===== config.mk =====
export PLATFORM = sky130hd
export DESIGN_NAME = ntc_adc_to_temperature
export DESIGN_NICKNAME = d
export VERILOG_FILES = /design/src/design/ntc_pkg.sv /design/src/design/ntc_adc_to_temperature.sv /design/src/design/ntc_div_cell.sv /design/src/design/ntc_lookup.sv
export SDC_FILE = /design/constraint.sdc
export NUM_CORES = 2
export LEC_CHECK = 0
export ABC_AREA = 1
export BUFFER_PORTS_ARGS = -buffer_cell sky130_fd_sc_hd__buf_2
export CAP_MARGIN = 20
export CORE_ASPECT_RATIO = 1.75
export CORE_UTILIZATION = 30
export CTS_BUF_LIST = sky130_fd_sc_hd__clkbuf_8
export DETAILED_ROUTE_END_ITERATION = 10
export PLACE_DENSITY_LB_ADDON = 0.12
export RECOVER_POWER = 25
export REMOVE_ABC_BUFFERS = 1
export SYNTH_ARGS = -nofsm -noshare
export SYNTH_HDL_FRONTEND = slang
export SYNTH_HIERARCHICAL = 1
export SYNTH_SLANG_ARGS = --single-unit

===== constraint.sdc =====
create_clock -name clk -period 7.15 [get_ports clk]
set_input_delay 1.43 -clock clk [delete_from_list [all_inputs] [get_ports clk]]
set_output_delay 1.43 -clock clk [all_outputs]
set_load 0.01 [all_outputs]

===== src/design/ntc_pkg.sv =====
// Shared constants, tables and the divider stage record for the NTC reading converter.
// Used by every module in the design folder; depends on nothing else.
package ntc_pkg;

  localparam int TABLE_ENTRIES  = 15;
  localparam int ADC_FULL_SCALE = 4096;
  localparam int TOP_OHMS       = 100000;

  // Reading width for the valid range, numerator/quotient width and table index width.
  localparam int ADC_W = $clog2(ADC_FULL_SCALE);
  localparam int NUM_W = $clog2((ADC_FULL_SCALE - 1) * TOP_OHMS + 1);
  localparam int IDX_W = $clog2(TABLE_ENTRIES);
  localparam int TEMP_W = 8;

  localparam logic [NUM_W-1:0] OHMS [TABLE_ENTRIES] = '{
    NUM_W'(473000), NUM_W'(358200), NUM_W'(273400), NUM_W'(210200), NUM_W'(162900),
    NUM_W'(127200), NUM_W'(100000), NUM_W'(79210),  NUM_W'(63150),  NUM_W'(50670),
    NUM_W'(40900),  NUM_W'(33190),  NUM_W'(27090),  NUM_W'(22220),  NUM_W'(18320)
  };

  localparam logic signed [TEMP_W-1:0] CELSIUS [TABLE_ENTRIES] = '{
    -8'sd5, 8'sd0, 8'sd5, 8'sd10, 8'sd15, 8'sd20, 8'sd25, 8'sd30,
    8'sd35, 8'sd40, 8'sd45, 8'sd50, 8'sd55, 8'sd60, 8'sd65
  };

  // Sum of two neighbouring entries: twice the resistance at the midpoint of a pair.
  function automatic logic [NUM_W:0] pair_sum(input int k);
    pair_sum = {1'b0, OHMS[k]} + {1'b0, OHMS[k+1]};
  endfunction

  // One item as it travels down the divider chain. numq starts as the numerator
  // and fills with quotient bits from the bottom as the numerator bits leave the top.
  typedef struct packed {
    logic             valid;
    logic             fault;
    logic [ADC_W-1:0] rem;
    logic [NUM_W-1:0] numq;
    logic [ADC_W-1:0] div;
  } div_t;

endpackage


===== src/design/ntc_adc_to_temperature.sv =====
// Top level of the NTC reading to temperature converter.
// Depends on ntc_pkg, ntc_div_cell and ntc_lookup.
//
// Usage. One raw converter reading enters on adc_code with in_valid; a transfer
// takes place at a rising edge with in_valid high and in_stall low. Every reading
// gives exactly one result on temperature_c and sample_fault, marked by out_valid
// and taken at an edge with out_stall low. Results leave in the order of arrival.
// A reading of zero or of 4096 and above gives sample_fault high and temperature 0.
// Otherwise the resistance adc*100000/(4096-adc) is formed exactly by a chain of
// 29 restoring division cells, one quotient bit per cell, and the temperature of
// the nearest table entry is chosen (the colder one on a tie).
// After an input transfer, a reading passes one input register, one multiply
// register, 29 divider cells and two lookup stages, the last being the output
// register. Throughput is one reading per cycle while the receiver keeps
// out_stall low. When the receiver stalls a waiting result, the whole pipeline
// holds; a skid register still takes one more reading, and in_stall then rises
// from a register until the pipeline moves again. Reset empties the pipeline
// and the skid register; nothing else needs clearing.
module ntc_adc_to_temperature (
  input  logic                                 clk,
  input  logic                                 rst,
  input  logic                                 in_valid,
  output logic                                 in_stall,
  input  logic [15:0]                          adc_code,
  output logic                                 out_valid,
  input  logic                                 out_stall,
  output logic signed [ntc_pkg::TEMP_W-1:0]    temperature_c,
  output logic                                 sample_fault
);

  // The pipeline advances as one whenever the output register is free or being read.
  logic adv;
  assign adv = !(out_valid && out_stall);

  // Skid register: catches a reading that arrives while the pipeline holds.
  logic        skid_full;
  logic [15:0] skid_adc;
  logic        in_take;
  assign in_stall = skid_full;
  assign in_take  = in_valid && !skid_full;

  always_ff @(posedge clk) begin
    if (rst) begin
      skid_full <= 1'b0;
    end else if (adv) begin
      skid_full <= 1'b0;
    end else if (in_take) begin
      skid_full <= 1'b1;
    end
  end

  always_ff @(posedge clk) begin
    if (!adv && in_take) begin
      skid_adc <= adc_code;
    end
  end

  // Input register: the reading is checked for a fault and trimmed to the valid width.
  logic [15:0]               sel_adc;
  logic                      front_valid;
  logic                      front_fault;
  logic [ntc_pkg::ADC_W-1:0] front_adc;
  assign sel_adc = skid_full ? skid_adc : adc_code;

  always_ff @(posedge clk) begin
    if (rst) begin
      front_valid <= 1'b0;
    end else if (adv) begin
      front_valid <= skid_full || in_valid;
    end
  end

  always_ff @(posedge clk) begin
    if (adv) begin
      front_fault <= (sel_adc == 16'd0) || (sel_adc >= 16'(ntc_pkg::ADC_FULL_SCALE));
      front_adc   <= sel_adc[ntc_pkg::ADC_W-1:0];
    end
  end

  // Multiply register: numerator adc*100000 and divisor full scale minus adc.
  ntc_pkg::div_t             head;
  ntc_pkg::div_t             chain [ntc_pkg::NUM_W+1];
  logic [ntc_pkg::ADC_W:0]   divisor_full;
  assign divisor_full = (ntc_pkg::ADC_W+1)'(ntc_pkg::ADC_FULL_SCALE)
                      - {1'b0, front_adc};

  always_ff @(posedge clk) begin
    if (rst) begin
      head.valid <= 1'b0;
    end else if (adv) begin
      head.valid <= front_valid;
      head.fault <= front_fault;
      head.rem   <= '0;
      head.numq  <= ntc_pkg::NUM_W'(front_adc) * ntc_pkg::NUM_W'(ntc_pkg::TOP_OHMS);
      head.div   <= divisor_full[ntc_pkg::ADC_W-1:0];
    end
  end

  assign chain[0] = head;

  // Divider chain: each cell settles one quotient bit, most significant first.
  for (genvar i = 0; i < ntc_pkg::NUM_W; i++) begin : g_div
    ntc_div_cell u_cell (
      .clk  (clk),
      .rst  (rst),
      .adv  (adv),
      .din  (chain[i]),
      .dout (chain[i+1])
    );
  end

  // Table lookup; its last stage drives the result ports.
  ntc_lookup u_lookup (
    .clk           (clk),
    .rst           (rst),
    .adv           (adv),
    .din           (chain[ntc_pkg::NUM_W]),
    .out_valid     (out_valid),
    .temperature_c (temperature_c),
    .sample_fault  (sample_fault)
  );

endmodule


===== src/design/ntc_div_cell.sv =====
// One restoring division step: brings down one numerator bit and forms one quotient bit.
// Depends on ntc_pkg for the stage record and widths.
module ntc_div_cell (
  input  logic          clk,
  input  logic          rst,
  input  logic          adv,
  input  ntc_pkg::div_t din,
  output ntc_pkg::div_t dout
);

  logic [ntc_pkg::ADC_W:0]   trial;
  logic                      ge;
  logic [ntc_pkg::ADC_W:0]   diff;
  ntc_pkg::div_t             step;

  always_comb begin
    trial = {din.rem, din.numq[ntc_pkg::NUM_W-1]};
    ge    = trial >= {1'b0, din.div};
    diff  = trial - {1'b0, din.div};
    step        = din;
    step.rem    = ge ? diff[ntc_pkg::ADC_W-1:0] : trial[ntc_pkg::ADC_W-1:0];
    step.numq   = {din.numq[ntc_pkg::NUM_W-2:0], ge};
  end

  // Only the valid bit is cleared by reset; the data fields simply follow it.
  always_ff @(posedge clk) begin
    if (rst) begin
      dout.valid <= 1'b0;
    end else if (adv) begin
      dout <= step;
    end
  end

endmodule


===== src/design/ntc_lookup.sv =====
// Nearest-entry table lookup on the resistance, in two registered stages; the
// second stage is the block's output register. Depends on ntc_pkg.
module ntc_lookup (
  input  logic                                 clk,
  input  logic                                 rst,
  input  logic                                 adv,
  input  ntc_pkg::div_t                        din,
  output logic                                 out_valid,
  output logic signed [ntc_pkg::TEMP_W-1:0]    temperature_c,
  output logic                                 sample_fault
);

  // Flag k is set when the resistance lies nearer the warmer side of the midpoint of
  // pair k; the flags form a thermometer code whose count is the table index.
  logic                               s1_valid;
  logic                               s1_fault;
  logic [ntc_pkg::TABLE_ENTRIES-2:0]  s1_flags;
  logic [ntc_pkg::TABLE_ENTRIES-2:0]  flags_next;
  logic [ntc_pkg::NUM_W:0]            twice_r;
  logic [ntc_pkg::IDX_W-1:0]          idx;

  always_comb begin
    twice_r = {din.numq, 1'b0};
    for (int k = 0; k < ntc_pkg::TABLE_ENTRIES - 1; k++) begin
      flags_next[k] = twice_r < ntc_pkg::pair_sum(k);
    end
  end

  always_comb begin
    idx = '0;
    for (int k = 0; k < ntc_pkg::TABLE_ENTRIES - 1; k++) begin
      idx = idx + ntc_pkg::IDX_W'(s1_flags[k]);
    end
  end

  always_ff @(posedge clk) begin
    if (rst) begin
      s1_valid  <= 1'b0;
      out_valid <= 1'b0;
    end else if (adv) begin
      s1_valid  <= din.valid;
      out_valid <= s1_valid;
    end
  end

  always_ff @(posedge clk) begin
    if (adv) begin
      s1_fault      <= din.fault;
      s1_flags      <= flags_next;
      sample_fault  <= s1_fault;
      temperature_c <= s1_fault ? '0 : ntc_pkg::CELSIUS[idx];
    end
  end

endmodule


==> results.md <==
| Metric | This run |
| --- | --- |
| Count of hold-fix buffers inserted at cts | 0 |
| Largest fanout on the critical path | 6 |
| Die outline area | 0.2832 mm2 |
| Slowest stage cell, crit path | sky130_fd_sc_hd__fa_1 |
| Worst-Skew Late Latency | 960 ps |
| Clock-pin slew on the worst setup and hold paths | 60 ps |
| VDD IR-drop max | 0.0001585 V |
| Wire length after detailed routing | 227300 um |
| Die Y | 703.2 um |
| DRC Markers | 0 |
| Final Slew Violations | 0 |
| CORE AREA | 0.2798 mm2 |
| Post-detailed-route count of antenna-violating nets | 0 |
| Nature of the critical path startpoint | register |
| Number of instances in the synthesized netlist | 7808 |
| Classification of the worst-slack hold path | register to register |
| Power per standard cell area | 380.2 mW/mm2 |
| Hold WS | 375.4 ps |
| Root Driver | sky130_fd_sc_hd__clkbuf_8 |
| Overall power | 35750 uW |
| Final period demand of the worst path | 4707 ps |
| CP max stage delay | 660 ps |
| Vias in the first global route | 56957 |
| Layout Utilization | 0.3361 |
| GRT Resource Usage Total | 0.1596 |
| Nets | 8682 |
| Total standard cell area after synthesis | 0.08429 mm2 |
| Cell repeated most along the worst path | sky130_fd_sc_hd__fa_1 |
| Worst-case hold path end point | g_div[28].u_cell/dout[34] |
| Worst Max-Slew Pin Slew | 862.5 ps |
| Number of antenna violations at the first check in global routing | 10 |
| Number of warnings issued by yosys | 6 |
| Cell count of the worst hold path | 0 |
| R2R cell count | 15 |
| Number of CTS-inserted buffers | 274 |
| Global-route wire length before repair | 336500 um |
| Hold wc startpoint | g_div[27].u_cell/dout[33] |
| Required time at the worst-slack endpoint | 7850 ps |
| Worst r2r src | u_lookup/s1_flags[2] |
| Clock Sinks | 1665 |
| Initial Utilization | 0.3013 |
| Routed WL per cell | 18.99 um |
| Cell Rows | 257 |
| Sum of overflow across all layers after global routing | 0 |
| Die extent in x | 402.7 um |
| Area Overhead vs Synth | 11.56% |
| Achievable Freq | 0.2124 GHz |
| Clock tree from TritonCTS | yes |
| H-tree Lvls | 5 |
| Setup TNS | 0 ps |
| Resize count post-CTS | 0 |
| Crit share post-route | 0.6583 |
| Setup slack, reg-to-reg | 2440 ps |
| Endpoints failing setup | 0 |
| Number of I/O port buffers | 30 |
| Data arrival time of the critical path | 5400 ps |
| Detailed-routing iteration count for the pre-antenna-repair pass | 5 |
| Vias per cell | 4.415 |
| Layout cell share with drive strength beyond 1 | 0.1339 |
| Cells along the critical path | fa_1 -> inv_1 -> fa_1 -> fa_1 -> fa_1 -> fa_1 -> fa_1 -> inv_1 -> ha_1 -> inv_1 -> nand2_1 -> o21ai_1 -> nand2_1 -> nand2_1 -> nor2_1 |
| Type of the setup path with the least slack | register to register |
| Layout Skew | 72.08 ps |
| HPWL Detailed | 182100 um |
| Avg Inst Size Synth | 10.80 um2 |
| Max-Slew Margin vs Limit | 0.4250 |
| Worst flop-to-flop path endpoint | u_lookup/temperature_c[3] |
| Count of boundary I/O pins | 31 |
| First DRT Iteration DRCs | 2158 |
| Sort of element at the end of the critical path | register |
| Result of the run | complete, no violations |
| Via count | 52851 |
| Hold Vio Cnt, Final | 0 |
| Start point of the critical path | u_lookup/s1_flags[2] |
| Clock tree buffer depth | 4 |
| Buffer count from post-CTS setup fixing | 0 |
| Static leakage power | 0.04133 uW |
| Largest net degree at the start of global routing | 63 |
| RSZ-0062 raised after global routing | no |
| Final GP Congestion | 0.8907 |
| Maximum capacitance violations | 0 |
how the worst max path moves through the flow:
stage / endpoint / slack (ps)
floorplan: g_div[0].u_cell/dout[0] / 970
global placement: u_lookup/temperature_c[3] / 2410
detailed placement: u_lookup/temperature_c[3] / 2400
CTS: u_lookup/temperature_c[3] / 2410
global route: u_lookup/temperature_c[3] / 2230
finish: u_lookup/temperature_c[3] / 2440
power by group:
part	switching, uW	internal (uW)
combinational	9080	4480
clock	3940	4110
sequential	1120	13000
worst max-delay path: cells and delay by family, from the launching register on:
kind,cells,cell delay [ps]
AO/OA/AOI/OAI,1,90
adder cells (fa/ha/maj),7,3460
buffers and inverters,3,300
flip-flops,1,390
AND/OR/NAND/NOR,4,240
metrics by stage:
step,instance area [um2],cells,setup slack [ps]
final,94040,11971,2443
after CTS,94020,11963,2411
after floorplan,83750,7801,969.9
after global placement,88940,11490,2408
after global routing,94040,11971,2227
after detailed placement,88970,11491,2400
final cells by class:
type | instances | area [um2]
tap | 3626 | 4537
antenna | 8 | 20.02
fill | 28470 | 185700
sequential | 1665 | 49660
timing repair buffer | 64 | 452.9
clock inverter | 179 | 1015
inverter | 1479 | 5552
clock buffer | 293 | 4033
multi-input combinational | 4657 | 28770
cells in the final DEF, fill, tap and decap left out, types with 5 or more instances in the layout:
cell type	count
sky130_fd_sc_hd__a21oi_1	148
sky130_fd_sc_hd__a21oi_4	29
sky130_fd_sc_hd__buf_2	29
sky130_fd_sc_hd__buf_4	32
sky130_fd_sc_hd__bufinv_16	9
sky130_fd_sc_hd__clkbuf_8	293
sky130_fd_sc_hd__clkinv_1	51
sky130_fd_sc_hd__clkinv_2	23
sky130_fd_sc_hd__clkinvlp_4	10
sky130_fd_sc_hd__conb_1	31
sky130_fd_sc_hd__dfxtp_1	34
sky130_fd_sc_hd__diode_2	8
sky130_fd_sc_hd__edfxtp_1	1631
sky130_fd_sc_hd__fa_1	62
sky130_fd_sc_hd__ha_1	459
sky130_fd_sc_hd__inv_1	1495
sky130_fd_sc_hd__inv_2	63
sky130_fd_sc_hd__nand2_1	2001
sky130_fd_sc_hd__nand2_2	146
sky130_fd_sc_hd__nand2_4	30
sky130_fd_sc_hd__nand3_1	294
sky130_fd_sc_hd__nand3_2	170
sky130_fd_sc_hd__nand3_4	29
sky130_fd_sc_hd__nand3b_1	58
sky130_fd_sc_hd__nand4_1	255
sky130_fd_sc_hd__nor2_1	351
sky130_fd_sc_hd__nor2_2	61
sky130_fd_sc_hd__nor2_4	60
sky130_fd_sc_hd__nor3_1	42
sky130_fd_sc_hd__nor3_2	31
sky130_fd_sc_hd__o21ai_0	96
sky130_fd_sc_hd__o21ai_1	5
sky130_fd_sc_hd__o21ai_2	86
sky130_fd_sc_hd__xnor2_1	34
sky130_fd_sc_hd__xor2_1	158
registers in the layout, indices dropped and copies added, names as in the netlist:
signal / count
skid_adc: 16
in_stall: 1
u_lookup/s1_fault: 1
u_lookup/s1_valid: 1
u_lookup/temperature_c: 8
front_adc: 12
front_fault: 1
u_lookup/sample_fault: 1
front_valid: 1
u_lookup/s1_flags: 14
g_div.u_cell/dout: 1571
u_lookup/out_valid: 1
chain: 37
layer usage:
layer	share of wire	GRT usage	vias up	wire, um
met3	0.026	0.02195	487	5905
met2	0.66	0.3755	791	149200
met5	0	0	-	0
met1	0.26	0.1059	25060	59090
met4	0.058	0.08935	0	13130
li1	-	-	26513	-
Note: power is estimated with default switching activity, not from simulation.
